==> src/dbts_ram.sv <==
// Generic single-write, single-read RAM with registered read data.
`timescale 1ns / 1ps
`default_nettype none
module dbts_ram #(
    parameter int WIDTH = 8,
    parameter int DEPTH = 32
) (
    input  wire logic                     clk,
    input  wire logic                     we,
    input  wire logic [$clog2(DEPTH)-1:0] waddr,
    input  wire logic [WIDTH-1:0]         wdata,
    input  wire logic                     re,
    input  wire logic [$clog2(DEPTH)-1:0] raddr,
    output logic      [WIDTH-1:0]         rdata
);

    logic [WIDTH-1:0] mem [DEPTH];

    always_ff @(posedge clk)
    begin
        if (we)
        begin
            mem[waddr] <= wdata;
        end
        if (re)
        begin
            rdata <= mem[raddr];
        end
    end

endmodule
`default_nettype wire

==> config.mk <==
export PLATFORM = sky130hd
export DESIGN_NAME = dbts_ram
export DESIGN_NICKNAME = d
export VERILOG_FILES = /design/src/dbts_ram.sv
export SDC_FILE = /design/constraint.sdc
export NUM_CORES = 1
export LEC_CHECK = 0
export CORE_ASPECT_RATIO = 1.2
export CORE_MARGIN = 10
export CORE_UTILIZATION = 25
export DETAILED_ROUTE_END_ITERATION = 16
export DONT_BUFFER_PORTS = 1
export PLACE_DENSITY = 0.39
export RECOVER_POWER = 25
export SYNTH_ARGS = -nofsm -noshare
export SYNTH_HDL_FRONTEND = slang
export SYNTH_SLANG_ARGS = --single-unit
==> constraint.sdc <==
create_clock -name clk -period 5.9 [get_ports clk]
set_input_delay 1.18 -clock clk [delete_from_list [all_inputs] [get_ports clk]]
set_output_delay 1.18 -clock clk [all_outputs]
set_load 0.02 [all_outputs]
==> flow_summary.yaml <==
outcome:
  outcome: "finished, final reports clean"
placement:
  gp_congestion: 0.703
  dpl.cell_count: 930
  hpwl_mm: 15.2
  io_buffers: 0
  pre_cts_slack_ps: 2900
die:
  num_io_pins: 29
  die-area_um2: 49000
  fp-row-count: 80
  coreArea_um2: 39900
  die_height_um: 241
  die_w_um: 204
  floorplan.initialDensity_pct: 25.4
global_routing:
  overflow: 0
  grt_pass1_vias: 4650
  grt_max_degree: 65
  antenna_found_initial: 2
  grt_usage_pct: 9.89
  grt_pass1_wl_mm: 34.8
timing:
  rsz0062_at_grt: "no"
  setup_viol: 0
  fin_crit_sh_pct: 40.7
  clock.fmax_mhz: 416
  setup_slack_ps: 3500
  hold_viol_final: 0
  max_slew_margin_pct: 33.1
  slew_viol_final: 0
  clock_skew_ps: 16.2
  period_minus_slack_ps: 2400
  worstMarginPinSlew_ps: 1000
  setup_tns_ps: 0
clocking:
  cts_hold_repair.buffers: 0
  clk_pin_slew_ps: 60
  clkSinkCount: 264
  cts_max_level: 1
  worst_skew_pair.late_latency_ps: 540
  clock_path_buffers: 3
  cts_root_buffer: "clkbuf_16"
  numCtsBuffers: 26
  post_cts_buffers: 0
  cts.repair.resized: 0
  tritoncts: "done"
worst_setup_path:
  crit_path_start_kind: "input port"
  cp.arrival_ps: 2660
  rrSetupSlack_ps: 3900
  reg2reg_depth: 3
  end_kind: "flip-flop"
  r2r_end: "rdata[0]"
  path_class: "input port to flip-flop"
  critPathMaxFanout: 64
  worstPathRequired_ps: 6160
  r2r_start: "mem[23][0]"
routing:
  vias_per_cell: 4.34
  drtIter0Drc: 226
  wl_mm: 23.8
  drtPass1Iterations: 6
  wl_per_cell_um: 24.3
  drtAntennaViolNets: 0
  vias: 4242
  drcViolationCount: 0
worst_hold_path:
  hp-class: "input port to flip-flop"
  min_to: "mem[6][6]"
  hold_start: "wdata[6]"
  hold_depth: 0
synthesis:
  syn_area_um2: 10100
  synth.avg_cell_area_um2: 24.3
  yosysSeqAreaShare_pct: 78.2
  syn-num-nets: 438
  synthCells: 417
  yosys_warnings: 0
  synth-seq-cells: 264
  synth.distinct_cells: 14
power:
  comb_power_share_pct: 3.1
  p_sw_uw: 748
  clockPowerShare_pct: 42.0
  leakage_uw: 0.00339
  swShare_pct: 19.5
  peakVddDrop_uv: 156
  finalPower_uw: 3840
  p_int_uw: 3090
  pwr-share-seq_pct: 54.9
  powerDensity_nw_per_um2: 333
final_layout:
  diodes: 0
  finalNetCount: 446
  n_fill_cell: 3840
  layout.cells.non_filler: 978
  layout_common_cells: "edfxtp_1 (264), mux4_2 (80), nor2_1 (33)"
  drive_gt1_share_pct: 29.7
  final_common_cell: "edfxtp_1"
  area_delta_synth_final_pct: 13.8
flow_run:
  cap_viol_max_count: 0
-- per-stage QoR --
step | hold slack [ps] | utilization (%) | area [µm²]
finish | 738 | 28.9 | 11500
floorplan | 941 | - | 10100
CTS | 719 | 28.9 | 11500
global placement | 966 | 26.8 | 10700
global route | 706 | 28.9 | 11500
detailed placement | 982 | 26.8 | 10700
-- cell families (layout without fill, tap and decap cells) --
group	Yosys count	in the layout	synth area share (%)
AND/OR/NAND/NOR	45	45	2.05
multiplexers	88	88	18.7
buffers and inverters	20	48	1.05
flip-flops	264	264	78.2
-- how the worst max path moves through the flow --
stage / startpoint / slack (ps) / depth (start not counted) / endpoint
final: raddr[0] / 3500 / 3 / rdata[0]
after global routing: waddr[1] / 3470 / 2 / mem[17][3]
after CTS: waddr[0] / 3470 / 2 / mem[2][3]
after detailed placement: waddr[0] / 2900 / 2 / mem[2][3]
after global placement: waddr[0] / 2930 / 2 / mem[2][4]
after floorplan: raddr[2] / 2780 / 5 / rdata[0]
-- routing by layer --
layer  track usage (%)  vias to the layer above  wire, µm
met2              16.7                       88     12000
li1                  -                     1797         -
met3              3.23                       26      1720
met1              11.8                     2331      9670
met5                 0                        -         0
met4              2.99                        0       423
-- power by group through the flow --
stage	combinational (µW)	sequential, µW	clock, µW
after floorplan	111	2140	0
after CTS	122	2110	1660
final	117	2110	1610
after global placement	122	2150	0
after global routing	125	2110	1740
after detailed placement	121	2150	0
-- final cells by class --
type | count | area, µm² | share of cell area (%)
flip-flops and latches | 264 | 7930 | 68.8
multi-input cells | 133 | 2100 | 18.2
well taps | 533 | 667 | 5.78
clock inverters | 19 | 153 | 1.32
clock buffers | 29 | 683 | 5.93
-- critical path, cell delays in order --
cell    delay [ps]
mux4_2         550
mux4_2         540
mux2_2         330
-- flip-flops by register name, indices dropped and copies added, names as in the netlist --
signal	cells
rdata	8
mem	256
-- cells in the mapped netlist --
cell type	n	area [µm²]
edfxtp_1	264	7930
mux4_2	80	1800
nor2_1	33	124
mux2_2	8	90.1
buf_1	6	22.5
buf_4	6	45.0
clkbuf_1	6	22.5
nand3b_1	5	37.5
or3b_2	3	26.3
nand3_1	2	10.0
buf_2	1	5.00
buf_6	1	11.3
nand2_1	1	3.75
or3_1	1	6.26
(Power assumes the default switching activity.)
