File: src/dbts_pkg.sv
// Shared types and constants of the detection box temporal smoother.
`timescale 1ns / 1ps
`default_nettype none
package dbts_pkg;

    localparam int COORD_W     = 16;
    localparam int CLASS_W     = 8;
    localparam int ENTRY_W     = 5 * COORD_W + CLASS_W;
    localparam int SUM_W       = COORD_W + 1;
    localparam int SQ_W        = 2 * SUM_W;
    localparam int DIST_W      = SQ_W + 1;
    localparam int ALPHA_W     = 9;
    localparam int GATE_W      = 12;
    localparam int HOLD_W      = 5;
    localparam int TAG_W       = 3;
    localparam int NUM_FIELDS  = 5;
    localparam int MAX_BOXES_DEF = 16;
    localparam int MAX_RESULTS = 16;

    localparam logic [ALPHA_W-1:0] ALPHA_RST = 9'd90;
    localparam logic [ALPHA_W-1:0] ALPHA_ONE = 9'd256;
    localparam logic [GATE_W-1:0]  GATE_RST  = 12'd120;
    localparam logic [HOLD_W-1:0]  HOLD_RST  = 5'd3;
    localparam logic [HOLD_W-1:0]  MISSED_MAX = 5'd31;

    typedef enum logic [1:0] {
        REG_ALPHA = 2'd0,
        REG_GATE  = 2'd1,
        REG_HOLD  = 2'd2
    } cfg_reg_t;

    typedef struct packed {
        logic [SUM_W-1:0]   cx;
        logic [SUM_W-1:0]   cy;
        logic [CLASS_W-1:0] cls;
    } dbts_query_t;

endpackage
`default_nettype wire

File: src/dbts_match.sv
// Nearest same-class candidate search over entries streamed from the table.
`timescale 1ns / 1ps
`default_nettype none
module dbts_match
    import dbts_pkg::*;
#(
    parameter int MAX_BOXES = MAX_BOXES_DEF,
    parameter int IW = (MAX_BOXES > 1) ? $clog2(MAX_BOXES) : 1
) (
    input  wire logic                 clk,
    input  wire logic                 rst_n,
    input  wire logic                 clear,
    input  wire logic                 cand_valid,
    input  wire logic [IW-1:0]        cand_idx,
    input  wire logic [ENTRY_W-1:0]   cand_data,
    input  wire dbts_query_t          query,
    input  wire logic [MAX_BOXES-1:0] taken,
    input  wire logic [SQ_W-1:0]      gate_sq,
    output logic                      busy,
    output logic                      found,
    output logic [IW-1:0]             best_idx,
    output logic [ENTRY_W-1:0]        best_data
);

    logic [SUM_W-1:0]   px, py, dx, dy;
    logic               elig;
    logic               a_v_reg, a_elig_reg, b_v_reg, b_elig_reg;
    logic [IW-1:0]      a_idx_reg, b_idx_reg;
    logic [ENTRY_W-1:0] a_data_reg, b_data_reg;
    logic [SUM_W-1:0]   a_dx_reg, a_dy_reg;
    logic [SQ_W-1:0]    b_sqx_reg, b_sqy_reg;
    logic [DIST_W-1:0]  cand_dist, best_reg;

    assign px = SUM_W'(cand_data[15:0]) + SUM_W'(cand_data[47:32]);
    assign py = SUM_W'(cand_data[31:16]) + SUM_W'(cand_data[63:48]);
    assign dx = (px > query.cx) ? px - query.cx : query.cx - px;
    assign dy = (py > query.cy) ? py - query.cy : query.cy - py;
    assign elig = (cand_data[ENTRY_W-1 -: CLASS_W] == query.cls) && !taken[cand_idx];
    assign cand_dist = DIST_W'(b_sqx_reg) + DIST_W'(b_sqy_reg);
    assign busy = a_v_reg | b_v_reg;

    always_ff @(posedge clk or negedge rst_n)
    begin
        if (!rst_n)
        begin
            a_v_reg <= 1'b0;
            b_v_reg <= 1'b0;
            found   <= 1'b0;
        end
        else
        begin
            a_v_reg <= cand_valid;
            b_v_reg <= a_v_reg;
            if (clear)
            begin
                found <= 1'b0;
            end
            else if (b_v_reg && b_elig_reg && cand_dist < best_reg)
            begin
                found <= 1'b1;
            end
        end
    end

    always_ff @(posedge clk)
    begin
        a_elig_reg <= elig;
        a_idx_reg  <= cand_idx;
        a_data_reg <= cand_data;
        a_dx_reg   <= dx;
        a_dy_reg   <= dy;
        b_elig_reg <= a_elig_reg;
        b_idx_reg  <= a_idx_reg;
        b_data_reg <= a_data_reg;
        b_sqx_reg  <= a_dx_reg * a_dx_reg;
        b_sqy_reg  <= a_dy_reg * a_dy_reg;
        if (clear)
        begin
            best_reg <= DIST_W'(gate_sq);
        end
        else if (b_v_reg && b_elig_reg && cand_dist < best_reg)
        begin
            best_reg  <= cand_dist;
            best_idx  <= b_idx_reg;
            best_data <= b_data_reg;
        end
    end

endmodule
`default_nettype wire

File: config.mk
export PLATFORM = sky130hd
export DESIGN_NAME = dbts_match
export DESIGN_NICKNAME = d
export VERILOG_FILES = /design/src/dbts_pkg.sv /design/src/dbts_match.sv
export SDC_FILE = /design/constraint.sdc
export NUM_CORES = 2
export LEC_CHECK = 0
export ABC_AREA = 0
export BUFFER_PORTS_ARGS = -buffer_cell sky130_fd_sc_hd__buf_2
export CAP_MARGIN = 25
export CORE_MARGIN = 3
export CORE_UTILIZATION = 41
export CTS_BUF_LIST = sky130_fd_sc_hd__clkbuf_16
export DETAILED_ROUTE_END_ITERATION = 8
export PLACE_DENSITY_LB_ADDON = 0.12
export SYNTH_ARGS = -nofsm -noshare
export SYNTH_HDL_FRONTEND = slang
export SYNTH_SLANG_ARGS = --single-unit
File: constraint.sdc
create_clock -name clk -period 9.6 [get_ports clk]
set_clock_uncertainty 0.2 [all_clocks]
set_input_delay 0.96 -clock clk [delete_from_list [all_inputs] [get_ports clk]]
set_output_delay 0.96 -clock clk [all_outputs]
set_load 0.01 [all_outputs]
==> results.json <==
{
  "status": "finished clean",
  "drc": 0,
  "crit_buf_inv": 3,
  "insertion_delay_ps": 590,
  "critPathMaxFanout": 17,
  "worst-r2r-setup-slack_ps": 2530,
  "yosys-top-cells-area": "fa_1, dfxtp_1, ha_1",
  "netlist_instances": 3255,
  "vias": 22300,
  "cts_resized": 0,
  "rsz0062_at_grt": "false",
  "crit_type": "flop to flop",
  "port_buffers": 281,
  "path_delay_family": "adder cells",
  "drt-total-wl_um": 75000,
  "ant_nets": 0,
  "htreeDepth": 2,
  "antenna_found_initial": 24,
  "via_per_inst": 4.82,
  "hold_viol": 0,
  "hold_class": "flop to flop",
  "ios": 282,
  "clk_path_buf_depth": 3,
  "min_period_ps": 7070,
  "fin_tns_setup_ps": 0,
  "ys.warnings.count": 0,
  "grt.busiest_layer": "met2",
  "rows": 103,
  "grt_use_met2_pct": 30.5,
  "maxCapViolations": 0,
  "synthArstFlopShare_pct": 0.721,
  "period_share_pct": 73.7,
  "first_pass_iters": 5,
  "setup_viol": 0,
  "start_kind": "flop",
  "syn2layout_area_growth_pct": 12.5,
  "gp_congestion": 0.832,
  "clk_pin_slew_ps": 80,
  "critical_path_required_ps": 9920,
  "die_area_um2": 84600,
  "worstPathArrival_ps": 7390,
  "crit_slowest_cell": "dfxtp_1",
  "yosysSeqAreaShare_pct": 28.9,
  "grt_start_max_net_pins": 50,
  "die_w_um": 291,
  "nets": 4485,
  "root_buffer": "clkbuf_16",
  "ys_seq_elements": 416,
  "cts_tree": "yes",
  "grt_pass1_wl_um": 124000,
  "wire_per_inst_um": 16.2,
  "synth_cell_types": 72,
  "initial_core_util_pct": 41.8,
  "postCtsSetupRepairBufs": 0,
  "max_freq_ghz": 0.141,
  "core_um2": 79600,
  "synth_top_area_share_pct": 23.4,
  "synth_nets": 4216,
  "die_h_um": 291,
  "drtIter0Drc": 967,
  "yosys.area.top_type": "fa_1",
  "track_usage_pct": 18.1,
  "worstMarginPinSlew_ps": 966,
  "synth_ff_type": "dfxtp_1",
  "grt_util_met1_pct": 23.5,
  "slew_violations": 0,
  "grt_remaining_overflow": 0,
  "met3_usage_pct": 4.79,
  "synth_area_per_cell_um2": 10.2,
  "clock_sinks": 416,
  "drive_gt1_share_pct": 11.9,
  "max_stage_delay_ps": 800,
  "netlist_area_um2": 33300,
  "grt_pass1_vias": 23900,
  "synth_edf_count": 126,
  "place_hpwl_um": 61700,
  "critPathMostFrequentCell": "fa_1",
  "crit_chain": "nand2_1 -> fa_1 -> fa_1 -> fa_1 -> inv_1 -> fa_1 -> fa_1 -> inv_1 -> fa_1 -> inv_1 -> ha_1 -> a21o_1 -> a21o_1 -> a221o_1 -> a211o_1 -> a31oi_2 -> o21ai_1 -> a221o_1 -> a21oi_1 -> xnor2_1",
  "maxSlewHeadroom_pct": 35.6,
  "ys_top_cells_by_count": "inv_1, fa_1, ha_1, dfxtp_1, nand2_1",
  "yosysMostFrequentCell": "inv_1",
  "numCtsBuffers": 46,
  "end_kind": "flop"
}
worst paths after layout:
path,start,to,cells after the start
max in group asynchronous,rst_n,b_v_reg$_DFF_PN0_,2
worst min register to register,a_data_reg[38]$_DFF_P_,b_data_reg[38]$_DFF_P_,0
worst min-delay path,a_data_reg[38]$_DFF_P_,b_data_reg[38]$_DFF_P_,0
worst max register to register,a_dx_reg[4]$_DFF_P_,b_sqx_reg[32]$_DFF_P_,20
min in group asynchronous,rst_n,found$_DFFE_PN0P_,2
worst max-delay path,a_dx_reg[4]$_DFF_P_,b_sqx_reg[32]$_DFF_P_,20
metal layers:
layer / share of wire, % / wire (µm)
met1: 44 / 33100
met4: 2.2 / 1620
met2: 47 / 35100
met5: 0.22 / 166
met3: 6.7 / 5060
final cells by class:
type,count,area (µm²)
Multi-Input combinational cell,2067,20700
Fill cell,7630,42200
Clock inverter,37,393
Antenna cell,7,17.5
Tap cell,1050,1310
Sequential cell,416,9600
Timing Repair Buffer,288,1460
Inverter,705,2650
Clock buffer,49,1230
worst reg2reg max path, delay by kind of cell (launching register included):
family	cells	cell delay [ps]
adder cells (fa/ha/maj)	7	3360
XOR/XNOR	1	120
flip-flops	1	800
AND/OR/NAND/NOR	1	240
buffers and inverters	3	150
AO/OA/AOI/OAI	8	2130
metrics by stage:
step	area (µm²)	setup WS, ps	instances	util (%)	hold WS, ps
2_1_floorplan	33300	1330	3255	-	110
4_1_cts	37400	2530	4612	46.9	119
3_3_place_gp	35700	2720	4525	44.9	110
5_1_grt	37400	2190	4615	46.9	124
3_5_place_dp	35700	2570	4525	44.9	112
6_report	37400	2530	4619	47.0	121
timing repair:
item                                    CTS  global route
hold endpoints to repair                  3             0
hold buffers                              1             0
endpoints found under the setup margin    0             0
cell families (layout without fill, tap and decap cells):
group	Yosys count	count (layout)	synth area share, %
and+or+nand+nor	607	607	8.90
buffers and inverters	772	1079	8.79
DFF	416	416	28.9
AOI/OAI and AO/OA	456	456	8.94
muxes	55	55	1.98
xor gates and xnor gates	176	176	4.64
other	0	7	0
adders and majority gates	773	773	37.9
layout by cell type, fill, tap and decap left out, drive strengths merged, types with 37 or more instances in the layout:
cell type  netlist  final
buf              9    287
fa             389    389
a21o            90     90
and2           112    112
nand2          227    227
dfxtp          287    287
edfxtp         126    126
o21ai           77     77
ha             384    384
a21oi          143    143
inv            705    715
clkbuf          58     49
xor2            45     45
xnor2          131    131
mux2            37     37
nor2            92     92
Power is not shown: default switching activity piles up to over one toggle a cycle in this logic, so the estimate is an artifact.
