==> src/dbts_pkg.sv <==
// Shared types and constants of the detection box temporal smoother.
`timescale 1ns / 1ps
`default_nettype none
package dbts_pkg;

    localparam int COORD_W     = 16;
    localparam int CLASS_W     = 8;
    localparam int ENTRY_W     = 5 * COORD_W + CLASS_W;
    localparam int SUM_W       = COORD_W + 1;
    localparam int SQ_W        = 2 * SUM_W;
    localparam int DIST_W      = SQ_W + 1;
    localparam int ALPHA_W     = 9;
    localparam int GATE_W      = 12;
    localparam int HOLD_W      = 5;
    localparam int TAG_W       = 3;
    localparam int NUM_FIELDS  = 5;
    localparam int MAX_BOXES_DEF = 16;
    localparam int MAX_RESULTS = 16;

    localparam logic [ALPHA_W-1:0] ALPHA_RST = 9'd90;
    localparam logic [ALPHA_W-1:0] ALPHA_ONE = 9'd256;
    localparam logic [GATE_W-1:0]  GATE_RST  = 12'd120;
    localparam logic [HOLD_W-1:0]  HOLD_RST  = 5'd3;
    localparam logic [HOLD_W-1:0]  MISSED_MAX = 5'd31;

    typedef enum logic [1:0] {
        REG_ALPHA = 2'd0,
        REG_GATE  = 2'd1,
        REG_HOLD  = 2'd2
    } cfg_reg_t;

    typedef struct packed {
        logic [SUM_W-1:0]   cx;
        logic [SUM_W-1:0]   cy;
        logic [CLASS_W-1:0] cls;
    } dbts_query_t;

endpackage
`default_nettype wire

==> src/dbts_blend.sv <==
// Exponential blend of one field: (old*(256-a) + cur*a + 128) >> 8.
`timescale 1ns / 1ps
`default_nettype none
module dbts_blend
    import dbts_pkg::*;
(
    input  wire logic               clk,
    input  wire logic               rst_n,
    input  wire logic               in_valid,
    input  wire logic [TAG_W-1:0]   in_tag,
    input  wire logic [COORD_W-1:0] old_value,
    input  wire logic [COORD_W-1:0] cur_value,
    input  wire logic [ALPHA_W-1:0] alpha,
    output logic                    out_valid,
    output logic [TAG_W-1:0]        out_tag,
    output logic [COORD_W-1:0]      out_value
);

    logic signed [COORD_W:0]   diff;
    logic signed [COORD_W+10:0] prod, total;

    assign diff  = $signed({1'b0, cur_value}) - $signed({1'b0, old_value});
    assign prod  = diff * $signed({1'b0, alpha});
    assign total = $signed({3'b000, old_value, 8'h00}) + prod + 27'sd128;

    always_ff @(posedge clk or negedge rst_n)
    begin
        if (!rst_n)
        begin
            out_valid <= 1'b0;
        end
        else
        begin
            out_valid <= in_valid;
        end
    end

    always_ff @(posedge clk)
    begin
        out_tag   <= in_tag;
        out_value <= total[23:8];
    end

endmodule
`default_nettype wire

==> config.mk <==
export PLATFORM = sky130hd
export DESIGN_NAME = dbts_blend
export DESIGN_NICKNAME = d
export VERILOG_FILES = /design/src/dbts_pkg.sv /design/src/dbts_blend.sv
export SDC_FILE = /design/constraint.sdc
export NUM_CORES = 1
export LEC_CHECK = 0
export BUFFER_PORTS_ARGS = -buffer_cell sky130_fd_sc_hd__buf_2
export CAP_MARGIN = 20
export CELL_PAD_IN_SITES_DETAIL_PLACEMENT = 0
export CELL_PAD_IN_SITES_GLOBAL_PLACEMENT = 2
export CORE_UTILIZATION = 42
export DETAILED_ROUTE_END_ITERATION = 12
export PLACE_DENSITY = 0.95
export RECOVER_POWER = 50
export SLEW_MARGIN = 20
export SYNTH_ARGS = -nofsm -noshare
export SYNTH_HDL_FRONTEND = slang
export SYNTH_SLANG_ARGS = --single-unit
==> constraint.sdc <==
create_clock -name clk -period 0.8 [get_ports clk]
set_clock_uncertainty 0.1 [all_clocks]
set_input_delay 0.12 -clock clk [delete_from_list [all_inputs] [get_ports clk]]
set_output_delay 0.12 -clock clk [all_outputs]
set_load 0.05 [all_outputs]
==> results of run 1 <==
==> synth_stat cells, drive strengths merged (2+ instances only) <==
master	count	area, um^2
a211oi	3	40.0
a21o	7	52.6
a21oi	16	87.6
and2	63	394
clkbuf	10	37.5
dfxtp	19	380
fa	133	2660
ha	68	851
inv	178	668
nand2	69	262
nand2b	13	81.3
nand3	5	25.0
nor2	29	109
nor2b	22	145
nor3	6	35.0
o21a	9	67.6
o21ai	8	40.0
o21bai	2	18.8
o31a	3	27.5
o31ai	2	28.8
o41ai	2	55.1
xnor2	34	305
xor2	3	26.3
==> registers in the layout, indices dropped and copies added (netlist names) <==
register and count:
out_tag 3, out_value 16, out_valid 1
==> worst max-delay path by stage <==
stage	start	endpoint	slack, ps
2_1_floorplan	cur_value[0]	out_value[15]$_DFF_P_	-5450
3_3_place_gp	cur_value[0]	out_value[15]$_DFF_P_	-5890
3_5_place_dp	cur_value[0]	out_value[15]$_DFF_P_	-6100
4_1_cts	cur_value[0]	out_value[15]$_DFF_P_	-5550
5_1_grt	old_value[1]	out_value[15]$_DFF_P_	-5790
6_report	cur_value[0]	out_value[15]$_DFF_P_	-5530
==> layer usage <==
metal	GRT usage	vias up	part of all wire
met2	0.453	93	0.57
met5	0	-	0
li1	-	2564	-
met1	0.236	2634	0.38
met4	0.0623	0	0.026
met3	0.0207	26	0.029
==> through the flow <==
stage / area (um^2) / setup WS (ps) / instances / hold slack, ps / util
after floorplan: 6770 / -5450 / 716 / -276 / -
after CTS: 9120 / -5550 / 1123 / 77.2 / 0.600
final: 9230 / -5530 / 1123 / 81.2 / 0.607
after global placement: 8310 / -5890 / 1095 / -205 / 0.547
after detailed placement: 8310 / -6100 / 1095 / -200 / 0.547
after global routing: 9230 / -5790 / 1123 / 92.0 / 0.607
==> cell type report <==
| cell class | instances | area share |
|---|---|---|
| Multi-Input combinational cell | 507 | 0.648 |
| Timing Repair Buffer | 226 | 0.195 |
| Inverter | 178 | 0.0738 |
| Sequential cell | 20 | 0.0465 |
| Tap cell | 188 | 0.0255 |
| Clock buffer | 3 | 0.00814 |
| Clock inverter | 1 | 0.00326 |
==> cells by family (layout without fill, tap and decap cells) <==
logic type	after synthesis	in the layout	share of synthesized area
adder cells (fa/ha/maj)	201	201	0.538
buffers and inverters	189	408	0.109
XOR/XNOR	37	37	0.0508
AO/OA/AOI/OAI	57	57	0.0734
AND/OR/NAND/NOR	212	212	0.167
flip-flops	20	20	0.0621
==> what timing repair did <==
item,CTS,global route
pin swaps,74,18
buffers inserted,20,4
hold buffers,5,0
hold endpoints to repair,5,0
endpoints found under the setup margin,36,36
resized for setup,124,26
==> impl_metrics.ini, run 1 <==
[timing]
worst_pin_slew_ps = 597
post-route-period-util = 7.91
rsz0062_at_grt = yes
report.final.slew_viol_count = 0
hold_viol_final = 0
fin_tns_setup_ps = -82270
layout_min_cycle_time_ps = 6330
setup_viol = 36
max_freq_mhz = 158
worst_slack_ps = -5530
slew_headroom = 0.599

[detailed_routing]
drt-pass1-iter-count = 4
wl_per_cell_um = 14.4
routed_wl_mm = 16.2
ant_nets = 0
drc = 0
via_count = 5317
drt_iter0_markers = 128
via_per_inst = 4.73

[placement]
dp_hpwl_mm = 14.2
place.gp.congestion = 0.882
portBuffers = 66

[layout]
fillers = 1303
antenna_cells = 0
final_common_cell = inv_1
drive_above_1_share = 0.370
layout_common_cells = 164 x inv_1, 142 x buf_4, 127 x fa_1
seq_area_um2 = 429
multi_input_area_um2 = 5970
area_growth_pct = 41.2
fin_nets = 1184

[clocking]
cts_buffers = 3
cts_num_sinks = 20
clk_pin_slew_ps = 60
cts.path.max_buffers = 2
h-tree-depth = 1
root_buffer = clkbuf_16
cts_tree = done

[yosys]
synth.distinct_cells = 46
ys.warnings.count = 0
yosys_register_bits = 20
syn-cell-area_um2 = 6530
synth_edf_count = 0
postSynthCellCount = 716
synthFlopType = dfxtp_1
synth_nets = 964
synth-async-reset-ratio = 0.0500
yosysSeqAreaShare = 0.0621
syn_area_per_cell_um2 = 9.12

[grt]
antenna_found_initial = 0
grt_pass1_vias = 6227
grt_max_degree = 17
overflow = 0
grt_util_all_layers = 0.221
grt_pass1_wl_mm = 27.9

[die]
die_h_um = 127
die_area_um2 = 16100
ios = 67
initial_core_util = 0.430
num_rows = 45
coreArea_um2 = 15200
die_x_um = 127

[worst_setup_path]
crit_slowest_cell = fa_1
critPathKind = in2reg
cp.arrival_ps = 6370
cp-start-kind = primary input
critical_path.max_fanout = 5
worst-path-buf-inv = 6
setup.worst_path.end_class = flop
cp.depth = 30
required_ps = 840
cp_slowest_stage_delay_ps = 520
cp_common_cell = fa_1
worst_path_dominant_cell_family = adder cells

[status]
status = finished, violations left
violations = negative setup slack

[worst_hold_path]
worstHoldPathType = in2async

[flow_run]
cap_violations = 0
Power of run 1 is not shown: default switching activity piles up to over one toggle a cycle in this logic, so the estimate is an artifact.
==> inputs of run 2 (changes only) <==
--- a/config.mk
+++ b/config.mk
@@ -5,7 +5,7 @@
 export SDC_FILE = /design/constraint.sdc
 export NUM_CORES = 1
 export LEC_CHECK = 0
-export BUFFER_PORTS_ARGS = -buffer_cell sky130_fd_sc_hd__buf_2
+export BUFFER_PORTS_ARGS = -buffer_cell sky130_fd_sc_hd__buf_4
 export CAP_MARGIN = 20
 export CELL_PAD_IN_SITES_DETAIL_PLACEMENT = 0
 export CELL_PAD_IN_SITES_GLOBAL_PLACEMENT = 2
==> impl_metrics.ini, run 2 (synthesis results as in run 1) <==
[status]
status = finished, violations left
violations = negative setup slack

[timing]
max_freq_mhz = 157
slew_headroom = 0.589
worst_pin_slew_ps = 612
post-route-period-util = 7.99
layout_min_cycle_time_ps = 6390
hold_viol_final = 0
report.final.slew_viol_count = 0
worst_slack_ps = -5590
setup_viol = 36
rsz0062_at_grt = yes

[grt]
grt_pass1_wl_mm = 28.5
grt_util_all_layers = 0.225
overflow = 0
antenna_found_initial = 0
grt_pass1_vias = 6343
grt_max_degree = 17

[worst_setup_path]
cp.depth = 29
worst_path_dominant_cell_family = adder cells
crit_slowest_cell = fa_1
critical_path.max_fanout = 3
cp_slowest_stage_delay_ps = 540
critPathKind = in2reg
required_ps = 840
cp_common_cell = fa_1
cp.arrival_ps = 6430
worst-path-buf-inv = 6
setup.worst_path.end_class = flop
cp-start-kind = primary input

[flow_run]
cap_violations = 0

[layout]
layout_common_cells = 194 x buf_4, 163 x inv_1, 123 x fa_1
utilization = 0.627
drive_above_1_share = 0.400
largest_reg_flops = 16
fin_nets = 1198
antenna_cells = 0
area_growth_pct = 46.0
largest-register = out_value
largest_registers = out_value (16), out_tag (3), out_valid (1)
final_common_cell = buf_4

[clocking]
cts_tree = done
cts_num_sinks = 20
cts_buffers = 3
root_buffer = clkbuf_16
cts.path.max_buffers = 2
h-tree-depth = 1
clk_pin_slew_ps = 60

[die]
die_h_um = 127
coreArea_um2 = 15200
initial_core_util = 0.430
ios = 67
die_area_um2 = 16100
num_rows = 45
die_x_um = 127

[worst_hold_path]
worstHoldPathType = in2async

[detailed_routing]
ant_nets = 0
via_per_inst = 4.72
drt-pass1-iter-count = 4
drc = 0
drt_iter0_markers = 158
via_count = 5365
routed_wl_mm = 16.7
wl_per_cell_um = 14.7

[placement]
portBuffers = 66
place.gp.congestion = 0.864
place_ws_ps = -6020
dp_hpwl_mm = 14.2
==> run 2: cell count changes in the layout (fill, tap and decap cells not counted), sizes merged <==
| cell | change |
|---|---|
| buf | +12 |
| clkbuf | +2 |
==> run 2: layer usage <==
layer / track usage / up-vias / part of all wire
li1: - / 2592 / -
met2: 0.469 / 97 / 0.58
met1: 0.236 / 2656 / 0.38
met5: 0 / - / 0
met4: 0.0644 / 0 / 0.021
met3: 0.0207 / 20 / 0.023
==> run 2: worst max path at each step <==
stage | start | endpoint | slack, ps
floorplan | cur_value[0] | out_value[15]$_DFF_P_ | -5450
global placement | cur_value[0] | out_value[15]$_DFF_P_ | -5830
detailed placement | cur_value[0] | out_value[15]$_DFF_P_ | -6020
CTS | cur_value[0] | out_value[15]$_DFF_P_ | -5470
global route | cur_value[0] | out_value[15]$_DFF_P_ | -5820
finish | cur_value[0] | out_value[15]$_DFF_P_ | -5590
==> run 2: through the flow <==
step	hold WS (ps)	instances	TNS [ps]	cell area, um^2
2_1_floorplan	-276	716	-77520	6770
3_3_place_gp	-205	1096	-85350	8490
3_5_place_dp	-203	1096	-87560	8490
5_1_grt	78.8	1137	-88180	9540
6_report	85.5	1137	-83980	9540
4_1_cts	65.0	1128	-82370	9290
==> run 2: layout make-up <==
type	instances	area (um^2)
clock inverter	1	30.0
sequential	20	429
timing repair buffer	240	2040
multi-input combinational	507	6050
fill	1272	5670
tap	188	235
inverter	178	681
clock buffer	3	75.1
==> run 2: repair_timing <==
| item | CTS | global route |
|---|---|---|
| hold buffers | 5 | 0 |
| setup endpoints to repair | 36 | 36 |
| pin swaps | 65 | 68 |
| setup buffers | 25 | 10 |
| resized for setup | 101 | 47 |
| endpoints found under the hold margin | 5 | 0 |
Power of run 2 is left out for the same reason.
